===== src/rtl/core/bpa_pkg.sv =====
// shared types, command codes and helpers for the buddy page allocator
`default_nettype none

package bpa_pkg;

    // fixed field widths of the streaming words
    localparam int CMD_W = 2;
    localparam int CNT_W = 11;
    localparam int OFF_W = 10;
    localparam int ORD_W = 4;
    localparam int REQ_W = CNT_W + 1;

    // command codes carried in the input word
    typedef enum logic [CMD_W-1:0] {
        CMD_ALLOC = 2'd0,
        CMD_FREE  = 2'd1,
        CMD_INIT  = 2'd2
    } bpa_cmd_t;

    // one finished result word
    typedef struct packed {
        logic             success;
        logic [OFF_W-1:0] block_offset;
        logic [CNT_W-1:0] granted_pages;
        logic [CNT_W-1:0] avail_pages;
    } bpa_result_t;

    // order of the smallest power of two not below the count, zero count gives order 0
    function automatic logic [ORD_W-1:0] req_order(input logic [CNT_W-1:0] count);
        logic [ORD_W-1:0] ord;
        ord = ORD_W'(CNT_W);
        for (int k = CNT_W; k >= 0; k--) begin
            if ((REQ_W'(1) << k) >= REQ_W'(count)) begin
                ord = ORD_W'(k);
            end
        end
        return ord;
    endfunction

endpackage

`default_nettype wire


===== src/rtl/core/bpa_ctrl.sv =====
// command sequencer: tree fill, descent for alloc, climb with merge for free
`default_nettype none

module bpa_ctrl
    import bpa_pkg::*;
#(
    parameter int POOL_PAGES = 1024
) (
    input  wire logic                                 aclk,
    input  wire logic                                 aresetn,
    input  wire logic                                 in_valid,
    output logic                                      in_ready,
    input  wire logic [CMD_W-1:0]                     in_cmd,
    input  wire logic [CNT_W-1:0]                     in_count,
    input  wire logic [OFF_W-1:0]                     in_offset,
    input  wire logic [ORD_W-1:0]                     pool_order,
    output logic                                      res_valid,
    input  wire logic                                 res_ready,
    output bpa_result_t                               res,
    output logic [$clog2(2*POOL_PAGES-1)-1:0]         mem_raddr,
    input  wire logic [$clog2(POOL_PAGES+1)-1:0]      mem_rdata,
    output logic                                      mem_we,
    output logic [$clog2(2*POOL_PAGES-1)-1:0]         mem_waddr,
    output logic [$clog2(POOL_PAGES+1)-1:0]           mem_wdata
);

    localparam int LOG   = $clog2(POOL_PAGES + 1) - 1;
    localparam int VW    = LOG + 1;
    localparam int DEPTH = 2 * POOL_PAGES - 1;
    localparam int AW    = $clog2(DEPTH);
    localparam int OW    = $clog2(LOG + 1);

    typedef enum logic [3:0] {
        ST_IDLE,
        ST_ALLOC_CHK,
        ST_DESC_RD,
        ST_DESC_CMP,
        ST_MARK,
        ST_FREE_START,
        ST_CLIMB_RD,
        ST_CLIMB_WR,
        ST_INIT_FILL,
        ST_FINISH
    } state_t;

    state_t           state_reg;
    bpa_cmd_t         cmd_reg;
    logic [REQ_W-1:0] r_reg;
    logic [ORD_W-1:0] rord_reg;
    logic [OFF_W-1:0] poff_reg;
    logic [AW-1:0]    idx_reg;
    logic [AW-1:0]    lvl_last_reg;
    logic [VW-1:0]    node_reg;
    logic [VW-1:0]    cur_reg;
    logic [VW-1:0]    off_reg;
    logic             ok_reg;
    logic             init_reg;
    logic [OW-1:0]    tord_reg;
    logic [VW-1:0]    tsize_reg;
    logic [VW-1:0]    free_reg;

    logic [ORD_W-1:0] in_ord;
    logic [OW-1:0]    size_ord;
    logic [VW-1:0]    init_size;
    logic [AW-1:0]    fill_end;
    logic [AW-1:0]    left_idx;
    logic [AW-1:0]    sib_idx;
    logic [AW-1:0]    parent_idx;
    logic [AW-1:0]    leaf_idx;
    logic [VW-1:0]    half_node;
    logic [VW-1:0]    parent_size;
    logic [VW:0]      pair_sum;
    logic [VW-1:0]    pair_max;
    logic [VW-1:0]    merged;
    logic [31:0]      free_sum;
    logic             alloc_ok;
    logic             free_ok;

    // request order and init pool size
    assign in_ord    = req_order(in_count);
    assign size_ord  = (32'(pool_order) > LOG) ? OW'(LOG) : OW'(pool_order);
    assign init_size = VW'(1) << size_ord;
    assign fill_end  = AW'({tsize_reg, 1'b0}) - AW'(2);

    // tree index arithmetic
    assign left_idx    = {idx_reg[AW-2:0], 1'b0} + AW'(1);
    assign sib_idx     = idx_reg[0] ? (idx_reg + AW'(1)) : (idx_reg - AW'(1));
    assign parent_idx  = (idx_reg - AW'(1)) >> 1;
    assign leaf_idx    = ((AW'(1) << (5'(tord_reg) - 5'(rord_reg))) - AW'(1))
                         + AW'(poff_reg >> rord_reg);
    assign half_node   = node_reg >> 1;
    assign parent_size = node_reg << 1;

    // parent value on the way up, buddies merge only on free
    assign pair_sum = (VW + 1)'(cur_reg) + (VW + 1)'(mem_rdata);
    assign pair_max = (cur_reg > mem_rdata) ? cur_reg : mem_rdata;
    assign merged   = (cmd_reg == CMD_FREE && pair_sum == (VW + 1)'(parent_size))
                      ? parent_size : pair_max;

    // admission checks
    assign alloc_ok = init_reg && (32'(r_reg) <= 32'(free_reg))
                      && (32'(r_reg) <= 32'(mem_rdata));
    assign free_ok  = init_reg && (32'(r_reg) <= 32'(tsize_reg))
                      && (32'(poff_reg) < 32'(tsize_reg));
    assign free_sum = 32'(free_reg) + 32'(r_reg);

    // memory access per state
    always_comb begin
        mem_raddr = AW'(0);
        mem_we    = 1'b0;
        mem_waddr = idx_reg;
        mem_wdata = node_reg;
        case (state_reg)
            ST_DESC_RD: begin
                mem_raddr = left_idx;
            end
            ST_CLIMB_RD: begin
                mem_raddr = sib_idx;
            end
            ST_MARK: begin
                mem_we    = 1'b1;
                mem_wdata = VW'(0);
            end
            ST_FREE_START: begin
                mem_we    = free_ok;
                mem_waddr = leaf_idx;
                mem_wdata = VW'(r_reg);
            end
            ST_CLIMB_WR: begin
                mem_we    = 1'b1;
                mem_waddr = parent_idx;
                mem_wdata = merged;
            end
            ST_INIT_FILL: begin
                mem_we = 1'b1;
            end
            default: begin
                mem_raddr = AW'(0);
            end
        endcase
    end

    // handshake and result word
    assign in_ready  = (state_reg == ST_IDLE);
    assign res_valid = (state_reg == ST_FINISH);

    always_comb begin
        res.success       = ok_reg;
        res.block_offset  = '0;
        res.granted_pages = ok_reg ? r_reg[CNT_W-1:0] : '0;
        res.avail_pages   = CNT_W'(free_reg);
        if (ok_reg) begin
            case (cmd_reg)
                CMD_ALLOC: res.block_offset = OFF_W'(off_reg);
                CMD_FREE:  res.block_offset = poff_reg & ~(r_reg[OFF_W-1:0] - OFF_W'(1));
                default:   res.block_offset = '0;
            endcase
            if (cmd_reg == CMD_INIT) begin
                res.granted_pages = '0;
            end
        end
    end

    // sequencer
    always_ff @(posedge aclk) begin
        if (!aresetn) begin
            state_reg <= ST_IDLE;
            init_reg  <= 1'b0;
            free_reg  <= '0;
            ok_reg    <= 1'b0;
        end else begin
            case (state_reg)
                ST_IDLE: begin
                    if (in_valid) begin
                        cmd_reg  <= bpa_cmd_t'(in_cmd);
                        rord_reg <= in_ord;
                        r_reg    <= REQ_W'(1) << in_ord;
                        poff_reg <= in_offset;
                        ok_reg   <= 1'b0;
                        case (in_cmd)
                            CMD_ALLOC: state_reg <= ST_ALLOC_CHK;
                            CMD_FREE:  state_reg <= ST_FREE_START;
                            CMD_INIT: begin
                                tord_reg     <= size_ord;
                                tsize_reg    <= init_size;
                                free_reg     <= init_size;
                                init_reg     <= 1'b1;
                                idx_reg      <= '0;
                                lvl_last_reg <= '0;
                                node_reg     <= init_size;
                                state_reg    <= ST_INIT_FILL;
                            end
                            default:   state_reg <= ST_FINISH;
                        endcase
                    end
                end
                ST_ALLOC_CHK: begin
                    // root word arrives here
                    if (alloc_ok) begin
                        ok_reg   <= 1'b1;
                        free_reg <= free_reg - VW'(r_reg);
                        idx_reg  <= '0;
                        off_reg  <= '0;
                        node_reg <= tsize_reg;
                        if (32'(tsize_reg) == 32'(r_reg)) begin
                            state_reg <= ST_MARK;
                        end else begin
                            state_reg <= ST_DESC_RD;
                        end
                    end else begin
                        state_reg <= ST_FINISH;
                    end
                end
                ST_DESC_RD: begin
                    state_reg <= ST_DESC_CMP;
                end
                ST_DESC_CMP: begin
                    // take the left child when it is large enough
                    if (32'(mem_rdata) >= 32'(r_reg)) begin
                        idx_reg <= left_idx;
                    end else begin
                        idx_reg <= left_idx + AW'(1);
                        off_reg <= off_reg + half_node;
                    end
                    node_reg <= half_node;
                    if (32'(half_node) == 32'(r_reg)) begin
                        state_reg <= ST_MARK;
                    end else begin
                        state_reg <= ST_DESC_RD;
                    end
                end
                ST_MARK: begin
                    cur_reg <= '0;
                    if (idx_reg == '0) begin
                        state_reg <= ST_FINISH;
                    end else begin
                        state_reg <= ST_CLIMB_RD;
                    end
                end
                ST_FREE_START: begin
                    if (free_ok) begin
                        ok_reg   <= 1'b1;
                        free_reg <= (free_sum > 32'(tsize_reg)) ? tsize_reg : VW'(free_sum);
                        idx_reg  <= leaf_idx;
                        cur_reg  <= VW'(r_reg);
                        node_reg <= VW'(r_reg);
                        if (leaf_idx == '0) begin
                            state_reg <= ST_FINISH;
                        end else begin
                            state_reg <= ST_CLIMB_RD;
                        end
                    end else begin
                        state_reg <= ST_FINISH;
                    end
                end
                ST_CLIMB_RD: begin
                    state_reg <= ST_CLIMB_WR;
                end
                ST_CLIMB_WR: begin
                    idx_reg  <= parent_idx;
                    cur_reg  <= merged;
                    node_reg <= parent_size;
                    if (parent_idx == '0) begin
                        state_reg <= ST_FINISH;
                    end else begin
                        state_reg <= ST_CLIMB_RD;
                    end
                end
                ST_INIT_FILL: begin
                    // one node a cycle, value halves at each level end
                    if (idx_reg == fill_end) begin
                        ok_reg    <= 1'b1;
                        state_reg <= ST_FINISH;
                    end else begin
                        if (idx_reg == lvl_last_reg) begin
                            node_reg     <= half_node;
                            lvl_last_reg <= {lvl_last_reg[AW-2:0], 1'b0} + AW'(2);
                        end
                        idx_reg <= idx_reg + AW'(1);
                    end
                end
                ST_FINISH: begin
                    if (res_ready) begin
                        state_reg <= ST_IDLE;
                    end
                end
                default: begin
                    state_reg <= ST_IDLE;
                end
            endcase
        end
    end

endmodule

`default_nettype wire


===== config.mk =====
export PLATFORM = sky130hd
export DESIGN_NAME = bpa_ctrl
export DESIGN_NICKNAME = d
export VERILOG_FILES = /design/src/rtl/core/bpa_pkg.sv /design/src/rtl/core/bpa_ctrl.sv
export SDC_FILE = /design/constraint.sdc
export NUM_CORES = 1
export LEC_CHECK = 0
export ABC_CLOCK_PERIOD_IN_PS = 4500
export BUFFER_PORTS_ARGS = -buffer_cell sky130_fd_sc_hd__buf_2
export CELL_PAD_IN_SITES_DETAIL_PLACEMENT = 0
export CELL_PAD_IN_SITES_GLOBAL_PLACEMENT = 2
export CORE_ASPECT_RATIO = 0.9
export CORE_MARGIN = 8
export CORE_UTILIZATION = 34
export DETAILED_ROUTE_END_ITERATION = 8
export GPL_TIMING_DRIVEN = 1
export PLACE_DENSITY = 0.84
export SKIP_LAST_GASP = 1
export SLEW_MARGIN = 10
export SYNTH_ARGS = -nofsm -noshare
export SYNTH_HDL_FRONTEND = slang
export SYNTH_SLANG_ARGS = --single-unit

===== constraint.sdc =====
create_clock -name aclk -period 4.5 [get_ports aclk]
set_clock_uncertainty 0.15 [all_clocks]
set_input_delay 0.225 -clock aclk [delete_from_list [all_inputs] [get_ports aclk]]
set_output_delay 0.225 -clock aclk [all_outputs]
set_load 0.03 [all_outputs]

==> flow_metrics.tcl <==
set metrics [dict create \
    antenna_cells 0 \
    drc 0 \
    synth.most_common_cell "nand2_1" \
    antenna_found_initial 0 \
    reg2reg_depth 19 \
    vias 12155 \
    htree_levels 4 \
    stdcell_area_um2 14650 \
    core_um2 35050 \
    drt_iter0_markers 1044 \
    initial_core_util_pct 34.51 \
    post_drt_wl_per_cell_um 22.30 \
    p_per_area_nw_per_um2 532.4 \
    hold_class "input port to flop" \
    synth-edff-count 96 \
    ant_nets 0 \
    wl_mm 47.20 \
    finalMaxSlewViolations 0 \
    grt_pass1_wl_mm 71.11 \
    synthCells 1481 \
    cts_sinks 113 \
    die_area_um2 41880 \
    synth_top_area_share_pct 23.83 \
    max_freq_ghz 0.2235 \
    synth.area.top_cells "edfxtp_1 (24%), ha_1 (14%), nand2_1 (5.0%)" \
    cts_made_buffers 17 \
    clk_latency_ps 440 \
    dp_slack_ps -82.26 \
    syn_avg_cell_area_um2 8.167 \
    period_share_pct 99.43 \
    hpwl_mm 37.01 \
    finalCriticalPeriod_ps 4475 \
    crit_path_end "mem_waddr[9]" \
    critPathRequiredTime_ps 4120 \
    hold_viol_final 0 \
    area_delta_synth_final_pct 21.13 \
    grt_pass1_vias 11529 \
    syn_area_um2 12100 \
    ios 111 \
    place.gp.congestion 0.9113 \
    utilization_pct 41.80 \
    gr-total-overflow 0 \
    vdd_ir_drop_max_v 0.0003542 \
    drive_above_1_share_pct 18.40 \
    cpMaxStageDelayCell "edfxtp_1" \
    slowest_delay_ps 450 \
    place_area_um2 13560 \
    slew_headroom_pct 22.42 \
    cts_max_path_buffers 2 \
    grt_max_degree 23 \
    yosysWarningCount 0 \
    clockRootBuffer "clkbuf_16" \
    critical_path.startpoint_type "flop" \
    grt.total_usage_pct 21.64 \
    p_total_mw 7.800 \
    r2r_start "rord_reg[1]$_DFFE_PP_" \
    cts_tree "built" \
    rsz0062_at_grt "yes" \
    yosys.area.top_type "edfxtp_1" \
    end_kind "output pin" \
    io_buffers 110 \
    dieHeight_um 194.9 \
    reg2reg_slack_ps 60 \
    crit_path_start "rord_reg[1]$_DFFE_PP_" \
    drt_pass1_iterations 6 \
    critPathKind "flop to output pin" \
    synth_nets 1662 \
    setup_viol_count_final 0 \
    cap_violations 0 \
    fin_nets 1815 \
    cts.clk_slew.worst_paths_ps 70 \
    cp_cell_sequence "buf_6 > fa_2 > nand2_1 > o221ai_2 > nor2_4 > nand2_1 > ha_1 > inv_2 > ha_4 > fa_2 > a211oi_2 > o21bai_1 > a211o_1 > a21oi_2 > xnor2_2 > buf_4 > a21oi_4 > nand2_2 > buf_6" \
    viasPerCell 5.744 \
    ys_seq_area_share_pct 26.65 \
    setup_tns_ps 0 \
    worst_pin_slew_ps 1154 \
    fp.dieW_um 214.8 \
    cp.arrival_ps 4100 \
    worst_slack_ps 25.44 \
    ys_types 75 \
    async_flop_share_pct 0 \
    ys_ff_latch 113 \
    crit_fanout 3 \
    largest_reg_flops 12 \
    power.static_leakage_nw 6.143 \
    status "finished, final reports clean" \
    reg2reg_to "state_reg[1]$_SDFFE_PN0P_" \
    rows 65 \
    synth_ff_type "edfxtp_1" \
    synth_common_cells "nand2_1 (162), ha_1 (133), inv_1 (104), nor2_1 (99), edfxtp_1 (96)" \
]
## layer usage
layer | track usage (%) | routed length, µm | vias up
met5 | 0 | 0 | -
met4 | 5.785 | 1165 | 0
met2 | 34.11 | 20870 | 490
met3 | 2.794 | 3183 | 61
li1 | - | - | 5681
met1 | 30.67 | 21980 | 5923
## final cells by class
class / instances / area (µm²)
Fill cell: 3549 / 20400
Multi-Input combinational cell: 1176 / 8431
Sequential cell: 113 / 3223
Timing Repair Buffer: 218 / 1423
Tap cell: 469 / 586.8
Clock buffer: 18 / 439.2
Inverter: 108 / 405.4
Clock inverter: 14 / 143.9
## worst max-delay path, delay by kind of cell, from the launching register on
family | cells | cell delay [ps]
and+or+nand+nor | 4 | 370
xor gates and xnor gates | 1 | 100
buffers and inverters | 4 | 490
AOI/OAI and AO/OA | 6 | 1080
adders and majority gates | 4 | 1170
DFF | 1 | 450
## layout by cell type, fill, tap and decap left out, types with 7 or more instances in the layout
master / n
a211oi_1: 11
a21o_1: 18
a21oi_1: 74
a22oi_1: 21
a31oi_1: 22
a41oi_1: 9
and2_1: 17
and3_1: 21
buf_2: 107
buf_4: 91
clkbuf_16: 17
dfxtp_1: 17
dlygate4sd3_1: 17
edfxtp_1: 96
ha_1: 125
ha_4: 7
inv_1: 99
inv_2: 9
mux2_2: 13
mux2i_1: 19
nand2_1: 159
nand2b_1: 19
nand3_1: 60
nand4_1: 16
nor2_1: 94
nor2b_1: 17
nor3_1: 42
nor3b_1: 10
nor4_1: 21
o211ai_1: 17
o21a_1: 10
o21ai_0: 43
o21ai_1: 29
o21bai_1: 8
o22a_1: 9
o31ai_1: 11
or3_1: 9
xnor2_1: 62
xor2_1: 51
## report_power, final
part           total [mW]  switching, mW  internal [mW]
Combinational        4.55           2.80           1.75
Clock                1.40          0.601          0.794
Sequential           1.86          0.424           1.43
Total                7.80           3.83           3.97
## metrics by stage
step / hold slack (ps) / cells
3_3_place_gp: 256.8 / 2059
5_1_grt: 36.25 / 2116
4_1_cts: 18.48 / 2109
2_1_floorplan: 173.9 / 1481
6_report: 20.99 / 2116
3_5_place_dp: 256.1 / 2059
## worst min-delay path by stage
| stage | from | to | cells after the start |
|---|---|---|---|
| after floorplan | in_cmd[0] | cmd_reg[0]$_DFFE_PP_ | 0 |
| after global placement | in_offset[0] | poff_reg[0]$_DFFE_PP_ | 1 |
| after detailed placement | in_offset[8] | poff_reg[8]$_DFFE_PP_ | 1 |
| after CTS | in_count[10] | r_reg[11]$_SDFFCE_PN0P_ | 2 |
| after global routing | in_count[10] | r_reg[11]$_SDFFCE_PN0P_ | 2 |
| final | in_count[10] | r_reg[11]$_SDFFCE_PN0P_ | 2 |
## kinds of logic (layout without fill, tap and decap cells)
group                    count (synthesis)  count (layout)  share of synthesized area (%)
flip-flops                             113             113                          26.65
multiplexers                            32              32                          2.783
AND/OR/NAND/NOR                        531             531                          21.51
buffers and inverters                  192             358                          6.072
AO/OA/AOI/OAI                          357             357                          19.65
adder cells (fa/ha/maj)                139             139                          14.75
XOR/XNOR                               117             117                          8.586
## timing repair
| item | in CTS | in global routing |
|---|---|---|
| pin swaps | 7 | 31 |
| endpoints found under the hold margin | 15 | 0 |
| setup endpoints to repair | 6 | 10 |
| hold buffers | 17 | 0 |
| setup buffers | 1 | 7 |
| resized for setup | 15 | 47 |
Note: power is estimated with default switching activity, not from simulation.
